$ cat config.mk
export PLATFORM = sky130hd
export DESIGN_NAME = resp_array_bulk_string_parser_top
export DESIGN_NICKNAME = d
export VERILOG_FILES = /design/src/rtl/rabsp_pkg.sv /design/src/rtl/rabsp_parser.sv /design/src/rtl/rabsp_rsp_queue.sv /design/src/rtl/resp_array_bulk_string_parser_top.sv
export SDC_FILE = /design/constraint.sdc
export NUM_CORES = 1
export LEC_CHECK = 0
export BUFFER_PORTS_ARGS = -buffer_cell sky130_fd_sc_hd__buf_2
export CAP_MARGIN = 20
export CORE_UTILIZATION = 50
export DETAILED_ROUTE_END_ITERATION = 7
export PLACE_DENSITY = 0.68
export SYNTH_ARGS = -nofsm -noshare
export SYNTH_HDL_FRONTEND = slang
export SYNTH_SLANG_ARGS = --single-unit
export TNS_END_PERCENT = 5
$ cat constraint.sdc
create_clock -name clock -period 5.2 [get_ports clock]
set_input_delay 0 -clock clock [delete_from_list [all_inputs] [get_ports clock]]
set_output_delay 0 -clock clock [all_outputs]
set_load 0.005 [all_outputs]
$ cat src/rtl/rabsp_pkg.sv
package rabsp_pkg;

   typedef struct packed {
      logic [7:0] data_byte;
      logic       buffer_end;
   } req_item_type;

   typedef struct packed {
      logic [2:0] kind;
      logic [7:0] payload;
      logic       last_of_run;
   } rsp_item_type;

   // Up to three results produced by one item, oldest in slot 0.
   typedef struct packed {
      logic [1:0]      count;
      logic [2:0][2:0] kinds;
      logic [7:0]      data;
   } bundle_type;

   typedef enum logic [2:0] {
      PH_LINE    = 3'd0,
      PH_COUNT   = 3'd1,
      PH_LEN     = 3'd2,
      PH_REST    = 3'd3,
      PH_PAYLOAD = 3'd4,
      PH_DRAIN   = 3'd5
   } phase_type;

   typedef enum logic [1:0] {
      NUM_LEAD   = 2'd0,
      NUM_DIGITS = 2'd1,
      NUM_DONE   = 2'd2
   } num_stage_type;

   localparam logic [2:0] K_PAYLOAD  = 3'd0;
   localparam logic [2:0] K_ELEM_END = 3'd1;
   localparam logic [2:0] K_CMD_END  = 3'd2;
   localparam logic [2:0] K_ABORT    = 3'd3;
   localparam logic [2:0] K_WARN     = 3'd4;

   localparam logic [7:0] CH_STAR   = 8'h2A;
   localparam logic [7:0] CH_DOLLAR = 8'h24;
   localparam logic [7:0] CH_CR     = 8'h0D;
   localparam logic [7:0] CH_LF     = 8'h0A;
   localparam logic [7:0] CH_PLUS   = 8'h2B;
   localparam logic [7:0] CH_MINUS  = 8'h2D;
   localparam logic [7:0] CH_SPACE  = 8'h20;
   localparam logic [7:0] CH_TAB    = 8'h09;
   localparam logic [7:0] CH_VT     = 8'h0B;
   localparam logic [7:0] CH_FF     = 8'h0C;
   localparam logic [7:0] CH_ZERO   = 8'h30;
   localparam logic [7:0] CH_NINE   = 8'h39;

   localparam logic [1:0] SKIP_BYTES = 2'd2;

endpackage

$ cat src/rtl/rabsp_parser.sv
module rabsp_parser #(
   parameter int LEN_BITS   = 32,
   parameter int COUNT_BITS = 16
) (
   input  logic                   clock,
   input  logic                   reset,
   input  logic                   req_valid,
   output logic                   req_stall,
   input  rabsp_pkg::req_item_type req_item,
   input  logic                   load_ok,
   output logic                   bundle_load,
   output rabsp_pkg::bundle_type  bundle
);
   import rabsp_pkg::*;

   localparam logic [32:0] LEN_MAX = (33'd1 << LEN_BITS) - 33'd1;
   localparam logic [32:0] CNT_MAX = (33'd1 << COUNT_BITS) - 33'd1;

   // input register
   logic         in_valid_ff, in_valid_in;
   req_item_type in_item_ff, in_item_in;

   // parser state
   phase_type           phase_ff, phase_in, phase_step;
   logic [COUNT_BITS-1:0] elems_ff, elems_in, elems_step;
   logic [31:0]         acc_ff, acc_in, acc_step;
   logic                neg_ff, neg_in, neg_step;
   logic                hasdig_ff, hasdig_in, hasdig_step;
   num_stage_type       stage_ff, stage_in, stage_step;
   logic [LEN_BITS-1:0] pay_left_ff, pay_left_in, pay_left_step;
   logic [1:0]          skip_ff, skip_in, skip_step;
   logic                in_array_ff, in_array_in, in_array_step;

   // decoded events of the current item
   logic [7:0]  c;
   logic        is_lf, is_digit, is_ws, is_sign;
   logic [35:0] acc_x10;
   logic [31:0] acc_sat;
   logic        ev_other, ev_count_end, ev_len_end, ev_pay;
   logic        count_bad, len_bad, bulk_done, slot, slot_empty, abort_now, cnt_zero;
   logic [COUNT_BITS-1:0] cnt_clamped;
   logic [LEN_BITS-1:0]   len_clamped;

   assign bundle_load = in_valid_ff && load_ok;
   assign req_stall   = in_valid_ff && !load_ok;

   always_comb begin
      in_item_in = in_item_ff;
      if (req_valid && !req_stall) begin
         in_valid_in = 1'b1;
         in_item_in  = req_item;
      end else if (bundle_load) begin
         in_valid_in = 1'b0;
      end else begin
         in_valid_in = in_valid_ff;
      end
   end

   always_comb begin
      c        = in_item_ff.data_byte;
      is_lf    = (c == CH_LF);
      is_digit = (c >= CH_ZERO) && (c <= CH_NINE);
      is_ws    = (c == CH_SPACE) || (c == CH_TAB) || (c == CH_VT) || (c == CH_FF) ||
                 (c == CH_CR);
      is_sign  = (c == CH_PLUS) || (c == CH_MINUS);
      acc_x10  = ({4'd0, acc_ff} << 3) + ({4'd0, acc_ff} << 1) + {28'd0, c - CH_ZERO};
      acc_sat  = (|acc_x10[35:32]) ? 32'hFFFF_FFFF : acc_x10[31:0];

      cnt_clamped = ({1'b0, acc_ff} > CNT_MAX) ? CNT_MAX[COUNT_BITS-1:0]
                                              : acc_ff[COUNT_BITS-1:0];
      len_clamped = ({1'b0, acc_ff} > LEN_MAX) ? LEN_MAX[LEN_BITS-1:0]
                                              : acc_ff[LEN_BITS-1:0];
      cnt_zero    = (acc_ff == 32'd0);

      ev_other     = is_lf && ((phase_ff == PH_LINE) || (phase_ff == PH_REST));
      ev_count_end = is_lf && (phase_ff == PH_COUNT);
      ev_len_end   = is_lf && (phase_ff == PH_LEN);
      ev_pay       = (phase_ff == PH_PAYLOAD) && (pay_left_ff != '0);
      count_bad    = !hasdig_ff;
      len_bad      = !hasdig_ff || (neg_ff && !cnt_zero);
      bulk_done    = (ev_len_end && !len_bad && cnt_zero) ||
                     (ev_pay && (pay_left_ff == LEN_BITS'(1)));
      slot         = in_array_ff && (ev_other || bulk_done);
      // slot count reaches zero (or was already zero) after this slot
      slot_empty   = slot && (elems_ff <= COUNT_BITS'(1));
      abort_now    = (ev_count_end && count_bad) || (ev_len_end && len_bad);
   end

   // next state, before the end-of-buffer reset
   always_comb begin
      phase_step    = phase_ff;
      elems_step    = elems_ff;
      acc_step      = acc_ff;
      neg_step      = neg_ff;
      hasdig_step   = hasdig_ff;
      stage_step    = stage_ff;
      pay_left_step = pay_left_ff;
      skip_step     = skip_ff;
      in_array_step = in_array_ff;

      unique case (phase_ff)
         PH_LINE: begin
            if (c == CH_DOLLAR || (c == CH_STAR && !in_array_ff)) begin
               acc_step    = '0;
               neg_step    = 1'b0;
               hasdig_step = 1'b0;
               stage_step  = NUM_LEAD;
               phase_step  = (c == CH_DOLLAR) ? PH_LEN : PH_COUNT;
            end else if (!is_lf) begin
               phase_step = PH_REST;
            end
         end
         PH_REST: begin
            if (is_lf) phase_step = PH_LINE;
         end
         PH_COUNT, PH_LEN: begin
            if (!is_lf) begin
               priority if (stage_ff == NUM_LEAD && is_ws) begin
               end else if (stage_ff == NUM_LEAD && is_sign) begin
                  neg_step   = (c == CH_MINUS);
                  stage_step = NUM_DIGITS;
               end else if ((stage_ff == NUM_LEAD || stage_ff == NUM_DIGITS) && is_digit) begin
                  acc_step    = acc_sat;
                  hasdig_step = 1'b1;
                  stage_step  = NUM_DIGITS;
               end else if (stage_ff == NUM_LEAD || stage_ff == NUM_DIGITS) begin
                  stage_step = NUM_DONE;
               end else begin
               end
            end else if (abort_now) begin
               phase_step = PH_DRAIN;
            end else if (phase_ff == PH_COUNT) begin
               phase_step = PH_LINE;
               if (!neg_ff && !cnt_zero) begin
                  elems_step    = cnt_clamped;
                  in_array_step = 1'b1;
               end
            end else begin
               phase_step    = PH_PAYLOAD;
               pay_left_step = len_clamped;
               skip_step     = SKIP_BYTES;
            end
         end
         PH_PAYLOAD: begin
            if (ev_pay) begin
               pay_left_step = pay_left_ff - LEN_BITS'(1);
            end else begin
               if (skip_ff != 2'd0) skip_step = skip_ff - 2'd1;
               if (skip_ff <= 2'd1) phase_step = PH_LINE;
            end
         end
         default: begin
         end
      endcase

      if (bulk_done) begin
         pay_left_step = '0;
         skip_step     = SKIP_BYTES;
      end
      if (slot) begin
         if (elems_ff != '0) elems_step = elems_ff - COUNT_BITS'(1);
         if (slot_empty) in_array_step = 1'b0;
      end
   end

   // results of the current item, in order
   always_comb begin
      logic [3:0][2:0] kd;
      logic [1:0]      n;
      logic            partial;
      kd = '0;
      n  = 2'd0;
      if (ev_pay && in_array_ff) begin
         kd[n] = K_PAYLOAD;  n = n + 2'd1;
      end
      if (ev_other && !in_array_ff) begin
         kd[n] = K_WARN;     n = n + 2'd1;
         kd[n] = K_CMD_END;  n = n + 2'd1;
      end
      if (ev_count_end && !count_bad && (neg_ff || cnt_zero)) begin
         kd[n] = K_CMD_END;  n = n + 2'd1;
      end
      if (bulk_done) begin
         kd[n] = in_array_ff ? K_ELEM_END : K_CMD_END;
         n = n + 2'd1;
      end
      if (slot_empty) begin
         kd[n] = K_CMD_END;  n = n + 2'd1;
      end
      if (abort_now) begin
         kd[n] = K_ABORT;    n = n + 2'd1;
      end
      partial = (phase_step == PH_COUNT) || (phase_step == PH_LEN) ||
                (phase_step == PH_REST) ||
                ((phase_step == PH_PAYLOAD) && (pay_left_step != '0)) || in_array_step;
      if (in_item_ff.buffer_end && partial && (phase_step != PH_DRAIN)) begin
         kd[n] = K_ABORT;    n = n + 2'd1;
      end
      bundle.count = n;
      bundle.kinds = kd[2:0];
      bundle.data  = c;
   end

   always_comb begin
      if (in_item_ff.buffer_end) begin
         phase_in    = PH_LINE;
         elems_in    = '0;
         acc_in      = '0;
         neg_in      = 1'b0;
         hasdig_in   = 1'b0;
         stage_in    = NUM_LEAD;
         pay_left_in = '0;
         skip_in     = 2'd0;
         in_array_in = 1'b0;
      end else begin
         phase_in    = phase_step;
         elems_in    = elems_step;
         acc_in      = acc_step;
         neg_in      = neg_step;
         hasdig_in   = hasdig_step;
         stage_in    = stage_step;
         pay_left_in = pay_left_step;
         skip_in     = skip_step;
         in_array_in = in_array_step;
      end
   end

   always_ff @(posedge clock) begin
      in_item_ff <= in_item_in;
      if (reset) begin
         in_valid_ff <= 1'b0;
         phase_ff    <= PH_LINE;
         elems_ff    <= '0;
         acc_ff      <= '0;
         neg_ff      <= 1'b0;
         hasdig_ff   <= 1'b0;
         stage_ff    <= NUM_LEAD;
         pay_left_ff <= '0;
         skip_ff     <= 2'd0;
         in_array_ff <= 1'b0;
      end else begin
         in_valid_ff <= in_valid_in;
         if (bundle_load) begin
            phase_ff    <= phase_in;
            elems_ff    <= elems_in;
            acc_ff      <= acc_in;
            neg_ff      <= neg_in;
            hasdig_ff   <= hasdig_in;
            stage_ff    <= stage_in;
            pay_left_ff <= pay_left_in;
            skip_ff     <= skip_in;
            in_array_ff <= in_array_in;
         end
      end
   end

endmodule

$ cat src/rtl/rabsp_rsp_queue.sv
module rabsp_rsp_queue (
   input  logic                   clock,
   input  logic                   reset,
   input  logic                   bundle_load,
   input  rabsp_pkg::bundle_type  bundle,
   output logic                   load_ok,
   output logic                   rsp_valid,
   input  logic                   rsp_stall,
   output rabsp_pkg::rsp_item_type rsp_item
);
   import rabsp_pkg::*;

   logic [1:0]      cnt_ff, cnt_in;
   logic [2:0][2:0] kinds_ff, kinds_in;
   logic [7:0]      data_ff, data_in;
   logic            pop;

   assign rsp_valid = (cnt_ff != 2'd0);
   assign pop       = rsp_valid && !rsp_stall;
   // free now, or the last pending result leaves this cycle
   assign load_ok   = (cnt_ff == 2'd0) || ((cnt_ff == 2'd1) && !rsp_stall);

   assign rsp_item.kind        = kinds_ff[0];
   assign rsp_item.payload     = (kinds_ff[0] == K_PAYLOAD) ? data_ff : 8'd0;
   assign rsp_item.last_of_run = (cnt_ff == 2'd1);

   always_comb begin
      cnt_in   = cnt_ff;
      kinds_in = kinds_ff;
      data_in  = data_ff;
      if (bundle_load) begin
         cnt_in   = bundle.count;
         kinds_in = bundle.kinds;
         data_in  = bundle.data;
      end else if (pop) begin
         cnt_in   = cnt_ff - 2'd1;
         kinds_in = {K_PAYLOAD, kinds_ff[2:1]};
      end
   end

   always_ff @(posedge clock) begin
      kinds_ff <= kinds_in;
      data_ff  <= data_in;
      if (reset) begin
         cnt_ff <= 2'd0;
      end else begin
         cnt_ff <= cnt_in;
      end
   end

endmodule

$ cat src/rtl/resp_array_bulk_string_parser_top.sv
// Channel   Direction  Ports                          Payload
// request   in         req_valid, req_stall           req_item  (data_byte, buffer_end)
// response  out        rsp_valid, rsp_stall           rsp_item  (kind, payload, last_of_run)
//
// A byte is held in the input register, then its zero to three results leave the result
// register one per cycle while rsp_stall is low; a byte with a single result sustains one
// byte per cycle. A byte with several results holds the input until its last result leaves
// the single result port. An accepted byte reaches it via the input and result registers.
// Reset is synchronous and returns the parser to the start of a top-level line.
// Stall on the response side backs up into req_stall in the same cycle.
module resp_array_bulk_string_parser_top #(
   parameter int LEN_BITS   = 32,
   parameter int COUNT_BITS = 16
) (
   input  logic                    clock,
   input  logic                    reset,
   input  logic                    req_valid,
   output logic                    req_stall,
   input  rabsp_pkg::req_item_type req_item,
   output logic                    rsp_valid,
   input  logic                    rsp_stall,
   output rabsp_pkg::rsp_item_type rsp_item
);
   import rabsp_pkg::*;

   logic       load_ok;
   logic       bundle_load;
   bundle_type bundle;

   rabsp_parser #(
      .LEN_BITS   (LEN_BITS),
      .COUNT_BITS (COUNT_BITS)
   ) u_parser (
      .clock       (clock),
      .reset       (reset),
      .req_valid   (req_valid),
      .req_stall   (req_stall),
      .req_item    (req_item),
      .load_ok     (load_ok),
      .bundle_load (bundle_load),
      .bundle      (bundle)
   );

   rabsp_rsp_queue u_rsp_queue (
      .clock       (clock),
      .reset       (reset),
      .bundle_load (bundle_load),
      .bundle      (bundle),
      .load_ok     (load_ok),
      .rsp_valid   (rsp_valid),
      .rsp_stall   (rsp_stall),
      .rsp_item    (rsp_item)
   );

endmodule

Word level (Yosys, flattened, before mapping)
Index checks and enable logic that the tools add are counted.
W data, S select, Z words.
{ "word_totals": {"reg_bits": 119, "in_bits": 13, "output_inout_bits": 14, "elab_cells": 288} }
{ "op_classes": {"n_addsub": 14, "magnitude_cmp": 19, "n_eq_ne": 34, "mux": 107, "n_bitwise": 14, "n_reduce_logical": 83} }
{ "op_table": {"columns": ["operator", "n"], "rows": [
  ["$mux W32", 13],
  ["$mux W16", 9],
  ["$pmux W32 S2", 2],
  ["$reduce_bool A32 Y1", 2],
  ["$mux W9", 6],
  ["$mux W2", 24],
  ["$mux W3", 16],
  ["$demux W3 S2", 7],
  ["$eq A8 B4 Y1 const B", 5],
  ["$eq A8 B6 Y1 const B", 5],
  ["$logic_and A1 B1 Y1", 37],
  ["$add A35 B33 Y36", 1],
  ["$add A36 B8 Y36", 1],
  ["$eq A32 B1 Y1 const B", 1],
  ["$gt A32 B16 Y1 const B", 1],
  ["$logic_not A32 Y1", 1],
  ["$sub A32 B1 Y32 const B", 1],
  ["$mux W12", 2],
  ["$mux W1", 21],
  ["$logic_or A1 B1 Y1", 18],
  ["$lt A2 B3 Y1 const B", 6],
  ["$and A8 B8 Y8", 2],
  ["$le A16 B1 Y1 const B", 1],
  ["$not A8 Y8", 2],
  ["45 further kinds", 87]
]} }

Logic depth before layout (Yosys ltp)
Gate-level depths: netlist (run 1).
{ "logic_depth": {"word_depth": 23, "ltp_mapped": 21} }

Cells and area by module
Synthesis (run 1) repeated with hierarchy kept, for this count alone.
{ "hier_totals": {"hier_cells": 1246, "hier_area_um2": 10077.2} }
{ "modules_own_cells": {"columns": ["module", "instances", "cells_each", "area_per_inst_um2", "seq_area_each_um2"], "rows": [
  ["rabsp_parser", 1, 1188, 9247.6, 2092.0],
  ["rabsp_rsp_queue", 1, 58, 829.5, 550.5]
]} }

Worst setup path before layout (run 1)
OpenSTA, ideal clock, no wires.
{ "synth_path": {"kind": "register -> register", "start": "reg u_parser.pay_left_ff[0]", "end": "reg u_rsp_queue.kinds_ff[4] in the netlist's numbering (data pin)", "setup_ns": 0.268, "arrival_time_ns": 4.201, "slack_ns": 0.731, "stages_incl_launch_ff": 21, "n_path_buf": 0, "period_less_slack_ns": 4.469, "cell_sequence": "dfxtp_1 inv_1 ha_1 nor4b_4 nand3_1 o31ai_2 nor2_1 ha_1 a21oi_1 ha_1 o21ai_0 inv_1 ha_1 nand2_1 o21ai_0 ha_1 nor2_1 nor2_1 ha_1 a221oi_2 a31oi_1"} }
{ "synth_lines": {"columns": ["element", "line_no", "source"], "rows": [
  ["start: declaration", "rabsp_parser.sv:30", "logic [LEN_BITS-1:0] pay_left_ff, pay_left_in, pay_left_step;"],
  ["start signal: assignment", "rabsp_parser.sv:250", "pay_left_ff <= pay_left_in;"],
  ["end signal: assignment", "rabsp_rsp_queue.sv:42", "kinds_ff <= kinds_in;"],
  ["end: declaration", "rabsp_rsp_queue.sv:14", "logic [2:0][2:0] kinds_ff, kinds_in;"]
]} }

Final worst setup path (run 1)
{ "layout_path": {"start": "reg u_parser.pay_left_ff[23]", "end": "reg u_rsp_queue.kinds_ff[6] in the netlist's numbering (data pin)"} }
{ "layout_via": {"elab_chain_len": 23, "elab_cells_between_ends": 91, "cone_classes": "add/sub: 7; order compare: 12; eq/ne: 6; mux: 36; bitwise: 8; reduce/logical: 22"} }
{ "layout_lines": {"columns": ["element", "line_no", "source"], "rows": [
  ["branches (longest 21 deep; another with $add A1 B1 Y2)", null, null],
  ["$mux W9 *", "rabsp_parser.sv:196", "if (in_item_ff.buffer_end && partial && (phase_step != PH_DRAIN)) begin"],
  ["$mux W9 *", "rabsp_rsp_queue.sv:31", "if (bundle_load) begin"]
]} }
Every way passes the cells marked *.
A chain may end at the register's enable or synchronous reset.

==> results.json, run 1 <==
{
  "status": "complete, no violations",
  "clkSlewWorstSetupHoldPaths_ns": 0.06,
  "drive_gt1_frac": 0.1116,
  "numPortBuffers": 26,
  "ios": 27,
  "synth-simple-area-share": 0.2419,
  "synth-xor-area-share": 0.03504,
  "syn_inst": 1248,
  "yosys-top-cells-area": "dfxtp_1, ha_1, edfxtp_1, a21oi_1, nor2_1",
  "worstHoldStart": "rsp_stall",
  "crit_chain": "nor4_4 -> nand4_1 -> o31ai_2 -> nor2_1 -> ha_1 -> a21oi_1 -> ha_1 -> o21ai_0 -> inv_1 -> ha_1 -> nand2_1 -> o21ai_0 -> ha_1 -> nor2_1 -> nor2_1 -> inv_1 -> ha_1 -> a22oi_1 -> a21oi_1",
  "worst_path_largest_cell_delay_ns": 0.42,
  "slowest_stage": "nor4_4",
  "antennaDiodeCount": 0,
  "muxShareOfSynthArea": 0.007315,
  "via_count": 9964,
  "num_rows": 50,
  "synthArstFlopShare": 0,
  "endpoint_kind": "flop",
  "synth_top_family_by_area": "compound AO/OA/AOI/OAI gates",
  "dieArea_sq_um": 20060,
  "numCtsBuffers": 17,
  "die_y_um": 141.6,
  "area_growth_pct": 12.27,
  "ctsLongestPathBuffers": 2,
  "ys.flop_type": "dfxtp_1",
  "synth-seq-cells": 118,
  "seq_area_frac_synth": 0.2680,
  "tightest_slew_ns": 1.050,
  "dp_hpwl_mm": 22.64,
  "timing.slew.headroom": 0.2970,
  "wl_mm": 31.22,
  "grt_util_all_layers": 0.3194,
  "yosysWarnings": 0,
  "cpMostUsedCell": "ha_1",
  "finalWeightedCongestion": 1.013,
  "maxSlewViolCount": 0,
  "synth_fp_nets": 1352,
  "min_period_over_period": 0.9284,
  "post-route-cell-area_sq_um": 10950,
  "cts_setup_buffers": 0,
  "cp_max_fo": 8,
  "synth_area_leader_cell": "dfxtp_1",
  "drc": 0,
  "htreeDepth": 4,
  "min_delay_path_depth": 5,
  "cap_violations": 0,
  "grt_pass1_wl_mm": 50.40,
  "cts_root_buf": "clkbuf_16",
  "crit_arrival_ns": 4.98,
  "routed_via_density": 6.428,
  "cpLargestDelayFamily": "adder cells",
  "wl_per_cell_um": 20.14,
  "crit_type": "reg2reg",
  "peakVddDrop_mv": 0.2393,
  "reg2reg_depth": 19,
  "clock_latency_ns": 0.43,
  "critPathBufInv": 2,
  "nets": 1381,
  "ys_types": 87,
  "cts_tree": "yes",
  "yosys.area_share.adder": 0.1214,
  "ant_nets": 0,
  "leakage_nw": 4.571,
  "finalSetupViolations": 0,
  "drt_iter0_markers": 1395,
  "first_pass_iters": 6,
  "synth_area_per_cell_sq_um": 7.812,
  "cts_sinks": 118,
  "grt_overflow": 0,
  "grt_pass1_vias": 9399,
  "min_period_ns": 4.828,
  "crit_required_ns": 5.35,
  "reg2reg_slack_ns": 0.37,
  "start_util": 0.5160,
  "core_area_sq_um": 18890,
  "die_w_um": 141.6,
  "hold_end": "u_rsp_queue.cnt_ff[0]",
  "synthesis.area_sq_um": 9749,
  "r2r_end": "u_rsp_queue.kinds_ff[6]",
  "fin_tns_setup_ns": 0,
  "power_density_nw_per_um2": 232.1,
  "startpoint_type": "flop",
  "fin_skew_ns": 0.008811,
  "fmax_mhz": 207.1,
  "antenna_found_initial": 0,
  "place_area_sq_um": 10260,
  "synth-edff-count": 25,
  "min_path_type": "in2reg",
  "r2r-start": "u_parser.pay_left_ff[23]",
  "hold_violations": 0,
  "grt_start_max_net_pins": 45,
  "grt_setup_unrepaired": "false",
  "yosysTopAreaCellShare": 0.1910,
  "synth_compound_gate_area_share": 0.2734
}
cell families (layout without fill, tap and decap cells):
group | Yosys count | in the layout
AO/OA/AOI/OAI | 397 | 397
XOR/XNOR | 39 | 39
adder cells (fa/ha/maj) | 91 | 91
buffers and inverters | 128 | 170
flip-flops | 118 | 118
multiplexers | 7 | 7
AND/OR/NAND/NOR | 468 | 468
registers in the layout (all words and copies together) (netlist names):
signal                flops
u_parser.in_array_ff      1
u_parser.phase_ff         3
u_parser.elems_ff        16
u_parser.pay_left_ff     32
u_parser.stage_ff         2
u_parser.skip_ff          2
u_parser.in_item_ff       1
u_parser.c                8
u_parser.in_valid_ff      1
u_rsp_queue.rsp_item      3
u_parser.acc_ff          32
u_rsp_queue.data_ff       8
u_parser.neg_ff           1
u_parser.hasdig_ff        1
u_rsp_queue.cnt_ff        2
u_rsp_queue.kinds_ff      5
cells in the mapped netlist, drive strengths merged, types with 5 or more instances:
cell,n
a2111oi,6
a211oi,16
a21o,18
a21oi,113
a221o,16
a221oi,5
a22oi,25
a311oi,5
a31oi,18
and2,18
and3,5
buf,21
clkbuf,50
dfxtp,93
edfxtp,25
fa,6
ha,85
inv,57
mux2i,6
nand2,96
nand2b,15
nand3,31
nand4,18
nor2,145
nor3,63
nor3b,7
nor4,33
nor4b,6
o211ai,10
o21a,9
o21ai,90
o22ai,6
o311ai,5
o31ai,7
or2,5
or3,6
xnor2,24
xor2,15
area by class of cell:
type                            instances  area [sq um]
Tap cell                              260         325.3
Inverter                               57         214.0
Clock buffer                           17         425.4
Fill cell                            1766          7948
Multi-Input combinational cell       1002          6651
Clock inverter                         15         145.1
Timing Repair Buffer                   81         571.8
Sequential cell                       118          2613
through the flow:
step	worst slack [ns]	total power, W	utilization	std cells	hold slack (ns)
floorplan	0.7305	0.001265	-	1248	0.09887
global placement	0.5385	0.001374	0.5424	1506	0.1786
detailed placement	0.3789	0.001380	0.5430	1507	0.1782
CTS	0.3579	0.002536	0.5785	1549	0.04065
global route	0.04915	0.002619	0.5793	1550	0.1047
finish	0.3721	0.002541	0.5793	1550	0.05041
power by group:
| group | switching [W] | total [W] | internal (W) |
|---|---|---|---|
| clock network | 0.000493 | 0.00116 | 0.000668 |
| registers | 0.0000307 | 0.00101 | 0.000975 |
| logic | 0.000246 | 0.000374 | 0.000128 |
tightest hold or removal path: cells and delay by family:
family | cells | cell delay, ns
buffers and inverters | 1 | 0.10
AO/OA/AOI/OAI | 1 | 0.06
AND/OR/NAND/NOR | 2 | 0.15
XOR/XNOR | 1 | 0.12
metal layers:
| layer | part of all wire | track usage | wire length [um] | up-vias |
|---|---|---|---|---|
| li1 | - | - | - | 4708 |
| met1 | 0.44 | 0.4449 | 13690 | 4678 |
| met2 | 0.45 | 0.5032 | 14000 | 504 |
| met3 | 0.088 | 0.05501 | 2760 | 74 |
| met4 | 0.025 | 0.09677 | 771 | 0 |
| met5 | 0 | 0 | 0 | - |
placed cells by master (no fill, tap or decap), types with 9 or more instances in the layout:
master,netlist,layout
nand4_1,18,18
nand3_1,31,31
a21oi_1,113,112
buf_4,4,43
nand2b_1,15,14
xor2_1,15,15
ha_1,85,85
buf_2,11,26
inv_1,57,57
edfxtp_1,25,25
dfxtp_1,93,93
a22oi_1,25,25
o21a_1,9,9
clkbuf_16,0,17
nor2_1,144,143
nor4_1,30,30
nand2_1,94,94
a21o_1,18,18
nor3_1,61,61
dlygate4sd3_1,0,10
xnor2_1,24,24
a211oi_1,14,14
o21ai_0,86,86
a221o_1,16,16
o211ai_1,10,10
a31oi_1,17,17
and2_1,18,18
timing repair:
| item | 4_1_cts | 5_1_grt |
|---|---|---|
| resized for setup | 0 | 2 |
| hold buffers | 10 | 0 |
| setup endpoints to repair | 0 | 4 |
| hold endpoints to repair | 10 | 0 |
how the worst max path moves through the flow:
stage,startpoint,end,slack [ns],cells past startpoint
after floorplan,u_parser.pay_left_ff[0],u_rsp_queue.kinds_ff[4],0.73,20
after global placement,u_parser.pay_left_ff[15],u_rsp_queue.kinds_ff[7],0.54,19
after detailed placement,u_parser.c[4],u_rsp_queue.kinds_ff[6],0.38,21
after CTS,u_parser.c[4],u_rsp_queue.kinds_ff[6],0.36,21
after global routing,u_parser.pay_left_ff[15],u_rsp_queue.kinds_ff[6],0.05,19
final,u_parser.pay_left_ff[23],u_rsp_queue.kinds_ff[6],0.37,19
Note: power is estimated with default switching activity, not from simulation.
==> run 2, diff against run 1 <==
--- a/config.mk
+++ b/config.mk
@@ -9,8 +9,9 @@
 export CAP_MARGIN = 20
 export CORE_UTILIZATION = 50
 export DETAILED_ROUTE_END_ITERATION = 7
-export PLACE_DENSITY = 0.68
+export PLACE_DENSITY = 0.71
 export SYNTH_ARGS = -nofsm -noshare
 export SYNTH_HDL_FRONTEND = slang
+export SYNTH_HIERARCHICAL = 1
 export SYNTH_SLANG_ARGS = --single-unit
 export TNS_END_PERCENT = 5
==> constraint.sdc (replaced) <==
create_clock -name clock -period 4.2 [get_ports clock]
set_input_delay 0 -clock clock [delete_from_list [all_inputs] [get_ports clock]]
set_output_delay 0 -clock clock [all_outputs]
set_load 0.005 [all_outputs]
==> run 2 against run 1 <==
- the run now ends with negative setup slack left
- critical path depth is 3 lower
- clock-buffer cell count stayed put
- combinational power is 130% higher
- sequential power is 23% higher
- final cell count is 9.0% higher
- critical endpoint is now u_rsp_queue/kinds_ff[4]
- highest routed layer unchanged
==> results.json, run 2 <==
{
  "status": "finished, violations left",
  "violations": "negative setup slack",
  "htreeDepth": 4,
  "ys_types": 97,
  "ys.flop_type": "dfxtp_1",
  "cap_violations": 0,
  "fin_tns_setup_ns": -0.6009,
  "ctsLongestPathBuffers": 2,
  "antennaDiodeCount": 0,
  "antenna_found_initial": 0,
  "min_path_type": "in2reg",
  "regArea_sq_um": 2645,
  "die_y_um": 144.0,
  "via_count": 10927,
  "synth_area_per_cell_sq_um": 8.088,
  "synth_area_leader_cell": "dfxtp_1",
  "cp_max_fo": 4,
  "min_delay_path_depth": 3,
  "switchingPower_w": 0.001180,
  "numPortBuffers": 26,
  "dp.cells": 1638,
  "min_period_ns": 4.325,
  "crit_arrival_ns": 4.51,
  "grt_start_max_net_pins": 64,
  "num_rows": 51,
  "yosysMostFrequentCell": "nor2_1",
  "cts_tree": "yes",
  "synth-edff-count": 26,
  "finalSetupViolations": 8,
  "cell_internal_pwr_w": 0.002341,
  "grt_pass1_vias": 9672,
  "grt_util_all_layers": 0.3242,
  "power_density_nw_per_um2": 282.2,
  "numCtsBuffers": 17,
  "endpoint_kind": "flop",
  "synthArstFlopShare": 0,
  "min_period_over_period": 1.030,
  "grt_pass1_wl_mm": 51.53,
  "drive_gt1_frac": 0.2275,
  "wl_per_cell_um": 20.01,
  "power_w": 0.003521,
  "first_pass_iters": 6,
  "cts_root_buf": "clkbuf_16",
  "instances_no_fill": 1689,
  "dieArea_sq_um": 20730,
  "hold_violations": 0,
  "clock_latency_ns": 0.44,
  "grt_overflow": 0,
  "final_common_cell": "buf_4",
  "wl_mm": 33.80,
  "synth_common_cells": "nor2_1, nand2_1, dfxtp_1",
  "seq_area_frac_synth": 0.2622,
  "ant_nets": 0,
  "tightest_slew_ns": 0.8442,
  "place_ws_ns": -0.2858,
  "crit_type": "reg2reg",
  "nets": 1515,
  "dp_hpwl_mm": 24.57,
  "whs_ns": 0.05098,
  "yosysTopAreaCellShare": 0.1848,
  "die_w_um": 144.0,
  "fin_skew_ns": 0.01059,
  "p_sw_frac": 0.3351,
  "synth_fp_nets": 1350,
  "startpoint_type": "flop",
  "drt_iter0_markers": 1141,
  "peakVddDrop_mv": 0.3007,
  "combPwrFrac": 0.246,
  "layout_common_cells": "buf_4, nor2_1, nand2_1",
  "grt_setup_unrepaired": "true",
  "fin_ws_ns": -0.1253,
  "area_growth_pct": 23.81,
  "fmax_mhz": 231.2,
  "synthesis.area_sq_um": 10080,
  "leakage_nw": 5.582,
  "crit_required_ns": 4.38,
  "finalWeightedCongestion": 1.062,
  "ios": 27,
  "synth-seq-cells": 119,
  "routed_via_density": 6.470,
  "timing.slew.headroom": 0.4360,
  "cts_sinks": 119,
  "clockPowerShare": 0.401,
  "reg.largest.list": "u_parser/acc_ff x32, u_parser/pay_left_ff x32, u_parser/elems_ff x16",
  "syn_inst": 1246,
  "drc": 0,
  "pwr-share-seq": 0.353,
  "core_area_sq_um": 19590,
  "clkSlewWorstSetupHoldPaths_ns": 0.06,
  "fill_cells": 1659,
  "multi_input_area_sq_um": 7068,
  "start_util": 0.5144,
  "yosys-top-cells-area": "dfxtp_1, ha_1, edfxtp_1, nor2_1, a21oi_1",
  "maxSlewViolCount": 0,
  "reg2reg_depth": 16,
  "yosysWarnings": 6
}
==> run 2: path summary, 6_finish.rpt <==
kind	start	to	slack, ns
max	u_parser/pay_left_ff[28]	u_rsp_queue/kinds_ff[4]	-0.13
min	reset	u_parser/acc_ff[8]	0.05
max reg2reg	u_parser/pay_left_ff[28]	u_rsp_queue/kinds_ff[4]	-0.13
min reg2reg	u_parser/skip_ff[1]	u_parser/skip_ff[1]	0.46
==> run 2: per-layer routing <==
| metal | vias to the layer above | wire length (um) | GRT usage |
|---|---|---|---|
| met5 | - | 0 | 0 |
| met4 | 0 | 1207 | 0.1422 |
| met3 | 109 | 3274 | 0.05898 |
| met2 | 622 | 14980 | 0.5024 |
| met1 | 5138 | 14340 | 0.4372 |
| li1 | 5058 | - | - |
==> run 2: cell families (layout without fill, tap and decap cells) <==
logic type | count (synthesis) | after routing | synth area share
compound gates | 410 | 410 | 0.2856
xor+xnor | 39 | 39 | 0.03390
fa+ha+maj | 91 | 91 | 0.1175
buf+inv | 127 | 304 | 0.05687
flops | 119 | 119 | 0.2622
mux | 17 | 17 | 0.01788
other cells | 1 | 1 | 0.0003721
simple gates | 442 | 443 | 0.2257
==> run 2: critical path, stage by stage, from the launching register on <==
cell	delay (ns)
dfxtp_1	0.31
or4_4	0.53
or3_4	0.40
o31ai_4	0.31
nor2_2	0.10
ha_4	0.29
a21oi_4	0.05
ha_1	0.27
o21a_1	0.19
buf_4	0.14
buf_4	0.13
mux2_4	0.29
ha_4	0.22
o21a_4	0.22
ha_4	0.17
a21o_2	0.19
mux2_2	0.27
==> run 2: power groups by stage <==
| stage | sequential (W) | clock [W] | combinational [W] |
|---|---|---|---|
| after floorplan | 0.00126 | 0 | 0.000496 |
| after global placement | 0.00127 | 0 | 0.000796 |
| after detailed placement | 0.00127 | 0 | 0.000799 |
| after CTS | 0.00124 | 0.00142 | 0.000814 |
| after global routing | 0.00125 | 0.00147 | 0.000913 |
| final | 0.00124 | 0.00141 | 0.000865 |
==> run 2: cell type report <==
type	count	area share
Tap cell	265	0.02657
Sequential cell	119	0.2120
Multi-Input combinational cell	1001	0.5665
Inverter	45	0.01354
Clock inverter	15	0.01073
Clock buffer	17	0.03410
Timing Repair Buffer	227	0.1366
==> run 2: metrics by stage <==
step | instance area, sq um | utilization
floorplan | 10110 | -
global placement | 11590 | 0.5916
detailed placement | 11590 | 0.5916
CTS | 12340 | 0.6300
global route | 12480 | 0.6369
finish | 12480 | 0.6369
==> run 2: repair_timing <==
| action | CTS | global route |
|---|---|---|
| hold endpoints to repair | 12 | 0 |
| gates cloned | 0 | 1 |
| endpoints found under the setup margin | 41 | 41 |
| pin swaps | 12 | 13 |
| buffers inserted | 4 | 2 |
| resized for setup | 8 | 28 |
| hold buffers | 11 | 0 |
